## src/rtl/gbed_pkg.sv

```systemverilog
// shared types and constants for the gated burst event detector
package gbed_pkg;

    // request codes
    localparam logic [1:0] REQ_STICK   = 2'd0;
    localparam logic [1:0] REQ_POINTER = 2'd1;
    localparam logic [1:0] REQ_QUERY   = 2'd2;
    localparam logic [1:0] REQ_CLEAR   = 2'd3;

    // pointer event kinds
    localparam logic [1:0] KIND_MOVE   = 2'd0;
    localparam logic [1:0] KIND_WHEEL  = 2'd1;
    localparam logic [1:0] KIND_HWHEEL = 2'd2;
    localparam logic [1:0] KIND_OTHER  = 2'd3;

    // configuration register indexes
    localparam int          CFG_IDX_BITS    = 3;
    localparam int          CFG_DATA_BITS   = 64;
    localparam logic [2:0]  CFG_ENABLED     = 3'd0;
    localparam logic [2:0]  CFG_GRACE_MS    = 3'd1;
    localparam logic [2:0]  CFG_WINDOW_MS   = 3'd2;
    localparam logic [2:0]  CFG_HITS_NEEDED = 3'd3;
    localparam logic [2:0]  CFG_HOLD_MS     = 3'd4;
    localparam logic [2:0]  CFG_OWN_TAG     = 3'd5;

    // register reset values
    localparam logic [15:0] GRACE_MS_RST    = 16'd200;
    localparam logic [15:0] WINDOW_MS_RST   = 16'd1000;
    localparam logic [7:0]  HITS_NEEDED_RST = 8'd6;
    localparam logic [15:0] HOLD_MS_RST     = 16'd3000;

    localparam logic [7:0]  HIT_COUNT_MAX   = 8'd255;

    // one input item
    typedef struct packed {
        logic [1:0]  req_type;
        logic [31:0] now_ms;
        logic [1:0]  event_kind;
        logic        injected;
        logic [63:0] extra_tag;
    } t_item;

endpackage

```

## src/rtl/gbed_in_stage.sv

```systemverilog
// input register stage of the detector
module gbed_in_stage (
    input  logic           i_clk,
    input  logic           i_rst_n,
    input  logic           i_valid,
    output logic           o_stall,
    input  gbed_pkg::t_item i_item,
    output logic           o_valid,
    input  logic           i_ready,
    output gbed_pkg::t_item o_item
);

    logic           r_valid;
    logic           n_valid;
    gbed_pkg::t_item r_item;
    logic           w_load;

    // stage refills when empty or when its item moves on
    assign o_stall = r_valid && !i_ready;
    assign w_load  = i_valid && !o_stall;
    assign n_valid = w_load || (r_valid && !i_ready);

    always_ff @(posedge i_clk) begin
        if (!i_rst_n) begin
            r_valid <= 1'b0;
        end else begin
            r_valid <= n_valid;
        end
    end

    always_ff @(posedge i_clk) begin
        if (w_load) begin
            r_item <= i_item;
        end
    end

    assign o_valid = r_valid;
    assign o_item  = r_item;

endmodule

```

## src/rtl/gbed_core.sv

```systemverilog
// configuration, detector state update and result register
module gbed_core #(
    parameter int TIME_BITS = 32
) (
    input  logic                              i_clk,
    input  logic                              i_rst_n,
    input  logic                              i_cfg_we,
    input  logic [gbed_pkg::CFG_IDX_BITS-1:0] i_cfg_idx,
    input  logic [gbed_pkg::CFG_DATA_BITS-1:0] i_cfg_data,
    input  logic                              i_valid,
    output logic                              o_ready,
    input  gbed_pkg::t_item                    i_item,
    output logic                              o_valid,
    input  logic                              i_stall,
    output logic                              o_external_active,
    output logic [7:0]                        o_hits_in_window
);

    // configuration
    logic        r_enabled;
    logic [15:0] r_grace_ms;
    logic [15:0] r_window_ms;
    logic [7:0]  r_hits_needed;
    logic [15:0] r_hold_ms;
    logic [63:0] r_own_tag;

    // detector state
    logic [TIME_BITS-1:0] r_last_stick, n_last_stick;
    logic                 r_stick_seen, n_stick_seen;
    logic [TIME_BITS-1:0] r_win_start, n_win_start;
    logic [7:0]           r_hit_count, n_hit_count;
    logic [TIME_BITS-1:0] r_last_detect, n_last_detect;
    logic                 r_detect_seen, n_detect_seen;

    // result
    logic       r_out_valid, n_out_valid;
    logic       r_active, n_active;
    logic [7:0] r_hits;

    logic                 w_fire;
    logic                 w_disable;
    logic [63:0]          w_now_ext;
    logic [TIME_BITS-1:0] w_now;
    logic [63:0]          w_grace_ext, w_window_ext, w_hold_ext;
    logic [TIME_BITS-1:0] w_since_stick, w_since_win, w_since_detect;
    logic                 w_hit;
    logic                 w_stale;
    logic [7:0]           w_count_inc;
    logic                 w_trigger;

    assign o_ready = !r_out_valid || !i_stall;
    assign w_fire  = i_valid && o_ready;

    // time is taken modulo 2^TIME_BITS
    assign w_now_ext    = {32'd0, i_item.now_ms};
    assign w_now        = w_now_ext[TIME_BITS-1:0];
    assign w_grace_ext  = {48'd0, r_grace_ms};
    assign w_window_ext = {48'd0, r_window_ms};
    assign w_hold_ext   = {48'd0, r_hold_ms};

    assign w_since_stick  = w_now - r_last_stick;
    assign w_since_win    = w_now - r_win_start;
    assign w_since_detect = w_now - r_last_detect;

    assign w_hit = (i_item.event_kind != gbed_pkg::KIND_OTHER) && i_item.injected
                   && (i_item.extra_tag != r_own_tag) && r_enabled && r_stick_seen
                   && (w_since_stick <= w_grace_ext[TIME_BITS-1:0]);
    assign w_stale     = w_since_win > w_window_ext[TIME_BITS-1:0];
    assign w_count_inc = (r_hit_count == gbed_pkg::HIT_COUNT_MAX) ? r_hit_count
                                                                  : r_hit_count + 8'd1;
    assign w_trigger   = (i_item.req_type == gbed_pkg::REQ_POINTER) && w_hit && !w_stale
                         && (w_count_inc >= r_hits_needed);

    assign w_disable = i_cfg_we && (i_cfg_idx == gbed_pkg::CFG_ENABLED)
                       && r_enabled && !i_cfg_data[0];

    always_comb begin
        n_last_stick  = r_last_stick;
        n_stick_seen  = r_stick_seen;
        n_win_start   = r_win_start;
        n_hit_count   = r_hit_count;
        n_last_detect = r_last_detect;
        n_detect_seen = r_detect_seen;
        n_active      = r_active;
        if (w_fire) begin
            case (i_item.req_type)
                gbed_pkg::REQ_STICK: begin
                    n_last_stick = w_now;
                    n_stick_seen = 1'b1;
                end
                gbed_pkg::REQ_POINTER: begin
                    if (w_hit) begin
                        if (w_stale) begin
                            n_win_start = w_now;
                            n_hit_count = 8'd1;
                        end else begin
                            n_hit_count = w_count_inc;
                        end
                    end
                    if (w_trigger) begin
                        n_last_detect = w_now;
                        n_detect_seen = 1'b1;
                    end
                end
                gbed_pkg::REQ_CLEAR: begin
                    n_hit_count   = 8'd0;
                    n_last_detect = '0;
                    n_detect_seen = 1'b0;
                end
                default: begin
                end
            endcase
            // a fresh trigger leaves zero elapsed time
            if (i_item.req_type == gbed_pkg::REQ_CLEAR) begin
                n_active = 1'b0;
            end else if (w_trigger) begin
                n_active = 1'b1;
            end else begin
                n_active = r_detect_seen && (w_since_detect <= w_hold_ext[TIME_BITS-1:0]);
            end
        end
        // turning the block off drops any detection
        if (w_disable) begin
            n_hit_count   = 8'd0;
            n_last_detect = '0;
            n_detect_seen = 1'b0;
        end
    end

    assign n_out_valid = w_fire || (r_out_valid && i_stall);

    always_ff @(posedge i_clk) begin
        if (!i_rst_n) begin
            r_enabled     <= 1'b0;
            r_grace_ms    <= gbed_pkg::GRACE_MS_RST;
            r_window_ms   <= gbed_pkg::WINDOW_MS_RST;
            r_hits_needed <= gbed_pkg::HITS_NEEDED_RST;
            r_hold_ms     <= gbed_pkg::HOLD_MS_RST;
            r_own_tag     <= '0;
        end else if (i_cfg_we) begin
            unique case (i_cfg_idx)
                gbed_pkg::CFG_ENABLED:     r_enabled     <= i_cfg_data[0];
                gbed_pkg::CFG_GRACE_MS:    r_grace_ms    <= i_cfg_data[15:0];
                gbed_pkg::CFG_WINDOW_MS:   r_window_ms   <= i_cfg_data[15:0];
                gbed_pkg::CFG_HITS_NEEDED: r_hits_needed <= i_cfg_data[7:0];
                gbed_pkg::CFG_HOLD_MS:     r_hold_ms     <= i_cfg_data[15:0];
                gbed_pkg::CFG_OWN_TAG:     r_own_tag     <= i_cfg_data;
                default: begin
                end
            endcase
        end
    end

    always_ff @(posedge i_clk) begin
        if (!i_rst_n) begin
            r_last_stick  <= '0;
            r_stick_seen  <= 1'b0;
            r_win_start   <= '0;
            r_hit_count   <= 8'd0;
            r_last_detect <= '0;
            r_detect_seen <= 1'b0;
            r_out_valid   <= 1'b0;
        end else begin
            r_last_stick  <= n_last_stick;
            r_stick_seen  <= n_stick_seen;
            r_win_start   <= n_win_start;
            r_hit_count   <= n_hit_count;
            r_last_detect <= n_last_detect;
            r_detect_seen <= n_detect_seen;
            r_out_valid   <= n_out_valid;
        end
    end

    always_ff @(posedge i_clk) begin
        if (w_fire) begin
            r_active <= n_active;
            r_hits   <= n_hit_count;
        end
    end

    assign o_valid           = r_out_valid;
    assign o_external_active = r_active;
    assign o_hits_in_window  = r_hits;

endmodule

```

## src/rtl/gated_burst_event_detector.sv

```systemverilog
// an input transfer passes the input register and then the result register before its result is valid
// throughput: one item per cycle while the receiver does not stall; the single-pass state update in the core sets this
// a result waiting on i_stall holds the core; the input register then takes at most
// one more transfer before o_stall rises
// reset: synchronous active-low i_rst_n empties both stages, zeroes the detector
// state and loads the register defaults; ready in the cycle after reset
module gated_burst_event_detector #(
    parameter int TIME_BITS = 32
) (
    input  logic                              i_clk,
    input  logic                              i_rst_n,
    input  logic                              i_cfg_we,
    input  logic [gbed_pkg::CFG_IDX_BITS-1:0] i_cfg_idx,
    input  logic [gbed_pkg::CFG_DATA_BITS-1:0] i_cfg_data,
    input  logic                              i_valid,
    output logic                              o_stall,
    input  logic [1:0]                        i_req_type,
    input  logic [31:0]                       i_now_ms,
    input  logic [1:0]                        i_event_kind,
    input  logic                              i_injected,
    input  logic [63:0]                       i_extra_tag,
    output logic                              o_valid,
    input  logic                              i_stall,
    output logic                              o_external_active,
    output logic [7:0]                        o_hits_in_window
);

    gbed_pkg::t_item w_in_item;
    gbed_pkg::t_item w_s1_item;
    logic           w_s1_valid;
    logic           w_core_ready;

    assign w_in_item.req_type   = i_req_type;
    assign w_in_item.now_ms     = i_now_ms;
    assign w_in_item.event_kind = i_event_kind;
    assign w_in_item.injected   = i_injected;
    assign w_in_item.extra_tag  = i_extra_tag;

    gbed_in_stage u_in_stage (
        .i_clk   (i_clk),
        .i_rst_n (i_rst_n),
        .i_valid (i_valid),
        .o_stall (o_stall),
        .i_item  (w_in_item),
        .o_valid (w_s1_valid),
        .i_ready (w_core_ready),
        .o_item  (w_s1_item)
    );

    gbed_core #(
        .TIME_BITS (TIME_BITS)
    ) u_core (
        .i_clk             (i_clk),
        .i_rst_n           (i_rst_n),
        .i_cfg_we          (i_cfg_we),
        .i_cfg_idx         (i_cfg_idx),
        .i_cfg_data        (i_cfg_data),
        .i_valid           (w_s1_valid),
        .o_ready           (w_core_ready),
        .i_item            (w_s1_item),
        .o_valid           (o_valid),
        .i_stall           (i_stall),
        .o_external_active (o_external_active),
        .o_hits_in_window  (o_hits_in_window)
    );

endmodule

```

## config.mk

```make
export PLATFORM = sky130hd
export DESIGN_NAME = gated_burst_event_detector
export DESIGN_NICKNAME = d
export VERILOG_FILES = /design/src/rtl/gbed_pkg.sv /design/src/rtl/gbed_in_stage.sv /design/src/rtl/gbed_core.sv /design/src/rtl/gated_burst_event_detector.sv
export SDC_FILE = /design/constraint.sdc
export NUM_CORES = 1
export LEC_CHECK = 0
export BUFFER_PORTS_ARGS = -buffer_cell sky130_fd_sc_hd__buf_2
export CAP_MARGIN = 30
export CORE_MARGIN = 1
export CORE_UTILIZATION = 60
export CTS_CLUSTER_SIZE = 25
export DETAILED_ROUTE_END_ITERATION = 8
export HOLD_SLACK_MARGIN = 0.1
export MAX_ROUTING_LAYER = met4
export PLACE_DENSITY = 0.79
export SLEW_MARGIN = 10
export SYNTH_ARGS = -nofsm -noshare
export SYNTH_HDL_FRONTEND = slang
export SYNTH_SLANG_ARGS = --single-unit
```

## constraint.sdc

```tcl
create_clock -name i_clk -period 13.4 [get_ports i_clk]
set_clock_uncertainty 0.1 [all_clocks]
set_input_delay 0.67 -clock i_clk [delete_from_list [all_inputs] [get_ports i_clk]]
set_output_delay 0.67 -clock i_clk [all_outputs]
set_load 0.01 [all_outputs]
```

==> results.md <==
- PD cells: 116 nW/um^2
- WHS Endpoint: u_in_stage.o_item[60]
- Syn Area/Cell: 8.45 um^2
- WHS: 0.203 ns
- Die height: 182 um
- Max Clock Freq: 152 MHz
- Setup TNS Final: 0 ns
- Startpoint Class: flip-flop
- Worst slack at placement: 7.01 ns
- Worst Setup Path Type: reg2reg
- Largest net degree at the start of global routing: 80
- Req. time, crit path: 13.72 ns
- Cell with the most instances after synthesis: nand2_1
- Area after DPL: 20,700 um^2
- Number of buffers created by CTS: 37
- Peak supply drop: 0.115 mV
- Yosys reg bits: 339
- Area growth from synthesis to layout: 13.4%
- Vias in the first global route: 16,768
- Hold_buf cts: 0
- Max-Cap Viols: 0
- Worst setup margin: 6.80 ns
- Worst R2R Setup Slack: 6.80 ns
- Ys Warns: 0
- HPWL Detailed: 41,100 um
- Vias/cell: 6.01
- Max Root-Sink Buffers: 3
- Fin crit share: 0.492
- GP Congestion: 0.970
- PostCTS Resize Cnt: 0
- R2R cell count: 19
- WL/cell: 19.3 um
- R2R Path Start: u_in_stage.o_item[71]
- Max-slew violation count: 0
- Arrival time of the worst setup path: 6.91 ns
- Root buffer cell: clkbuf_16
- H-tree depth: 2
- Mapped Cells: 2,297
- Worst Hold Path Cells: 1
- Synth Net Count: 2,623
- Fin area: 22,000 um^2
- Hold path start: i_extra_tag[60]
- Core Region: 31,700 um^2
- Setup Fix Bufs, Post-CTS: 0
- Die outline area: 33,100 um^2
- Rel. slew slack: 0.337
- Routed Antenna Nets: 0
- Detailed Route Iter0 Violations: 1,373
- Routed wire length: 55,400 um
- Area contributors post-synth: dfxtp_1 (24%), edfxtp_1 (17%), ha_1 (9.7%)
- Vias: 17,283
- TritonCTS clock tree: done
- RSZ-0062 raised after global routing: no
- Slew @ Worst Pin: 0.995 ns
- Rows: 65
- Total GRT Usage: 0.346
- Total grt overflow: 0
- Cell area after synthesis: 19,400 um^2
- Layout cell share with drive strength beyond 1: 0.117
- Worst r2r dst: u_core.r_detect_seen
- Die width: 182 um
- Clk sinks: 339
- Top_reg_cell synth: dfxtp_1
- Static leakage: 8.25 nW
- Worst-path fanout max: 18
- Io pins: 184
- CP Capture Type: flip-flop
- Top cells by count, synth: nand2_1 (451), a21oi_1 (280), dfxtp_1 (229)
- DRT Pass-1 Iters: 6
- Cell taking the most area after synthesis: dfxtp_1
- Distinct cells, synth: 76
- Status: completed
- Antenna violations before repair: 2
- Starting density of the core: 0.612
- Sequential area share after synthesis: 0.406
- Post-layout minimum cycle time: 6.60 ns
- Clock Pin Slew Worst Setup and Hold Paths: 0.06 ns
- Layout net count: 2,772
- Port Buffer Count: 183
- Clock Latency Late Sink: 0.54 ns
- Pwr Total: 2.56 mW
- Asr flop ratio synth: 0
- First-pass GRT wire length: 87,700 um
- Final Hold Viols: 0
- DRC: 0
- Yosys top cell area share: 0.236
- Number of synthesized flops with an enable pin: 110
- # setup viols final: 0
- Min-Delay Path Class: in2reg
-- flip-flops by register name, summed over array words and instances (netlist names), 8 cells and up --
signal / flops
u_in_stage.o_item: 101
u_core.r_own_tag: 64
u_core.r_last_detect: 32
u_core.r_last_stick: 32
u_core.r_win_start: 32
u_core.r_grace_ms: 16
u_core.r_hold_ms: 16
u_core.r_window_ms: 16
u_core.o_hits_in_window: 8
u_core.r_hit_count: 8
u_core.r_hits_needed: 8
-- stage by stage --
step,std cells,util
6_report,2878,0.694
3_3_place_gp,2807,0.652
2_1_floorplan,2297,-
3_5_place_dp,2809,0.653
5_1_grt,2878,0.694
4_1_cts,2877,0.694
-- metal layers --
layer / global-route usage / up-vias / wire length [um]
li1: - / 8319 / -
met1: 0.452 / 8189 / 24200
met2: 0.550 / 657 / 25600
met3: 0.0507 / 118 / 3700
met4: 0.120 / 0 / 1850
met5: - / - / 0
-- placed cells by master (no fill, tap or decap), types with 19 or more instances in the layout --
cell	synthesis	layout
xor2_1	30	30
nor2_1	78	78
nand2b_1	25	25
inv_1	182	182
edfxtp_1	110	110
a21o_1	32	32
dfxtp_1	229	229
clkbuf_16	0	38
a21oi_1	280	280
nor3_1	21	19
o211ai_1	30	30
nand2_1	451	451
buf_2	4	183
o21ai_0	100	100
nand4_1	53	53
buf_4	0	25
nand3_1	56	55
mux2i_1	38	38
ha_1	150	150
xnor2_1	106	106
-- area by class of cell --
class                   instances  area [um^2]
well taps                     402          503
clock inverters                13          216
diodes                          1         2.50
flip-flops and latches        339         7890
fillers                      2564         9710
repair buffers                210         1150
clock buffers                  55         1070
inverters                     183          689
multi-input cells            1675        10500
-- power breakdown --
part / switching, mW / internal, mW / total (mW) / leakage, nW
clock network: 0.425 / 0.656 / 1.08 / 0.630
registers: 0.0236 / 1.09 / 1.12 / 2.92
logic: 0.219 / 0.139 / 0.358 / 4.70
total: 0.667 / 1.89 / 2.56 / 8.25
-- worst max-delay path, cell delays in order (launching register included) --
cell       delay [ns]
edfxtp_1         0.50
ha_1             0.43
nand2_1          0.14
a2111oi_0        0.47
nor2_1           0.20
nor2b_1          0.21
a21oi_1          0.17
xor2_1           0.22
ha_1             0.27
and3_1           0.20
a221o_1          0.35
a221oi_1         0.37
o211ai_1         0.15
a22o_1           0.21
or4_1            0.47
or4_4            0.45
or4_1            0.54
nor4_4           0.28
buf_4            0.40
mux2_1           0.36
-- logic make-up after synthesis --
kind of cell             synth area share
AND/OR/NAND/NOR                     0.175
multiplexers                       0.0227
buffers and inverters              0.0561
adder cells (fa/ha/maj)            0.0998
AO/OA/AOI/OAI                       0.179
flip-flops                          0.406
XOR/XNOR                           0.0614
-- worst max-delay path by stage --
stage / end / from / depth (start not counted)
6_report: u_core.r_detect_seen / u_in_stage.o_item[71] / 19
5_1_grt: u_core.r_detect_seen / u_in_stage.o_item[68] / 23
4_1_cts: u_core.r_detect_seen / u_in_stage.o_item[71] / 19
3_5_place_dp: u_core.r_detect_seen / u_in_stage.o_item[67] / 22
3_3_place_gp: u_core.r_detect_seen / u_in_stage.o_item[69] / 19
2_1_floorplan: u_in_stage.o_item[0] / i_stall / 2
Power figures use the tool's default switching activity.
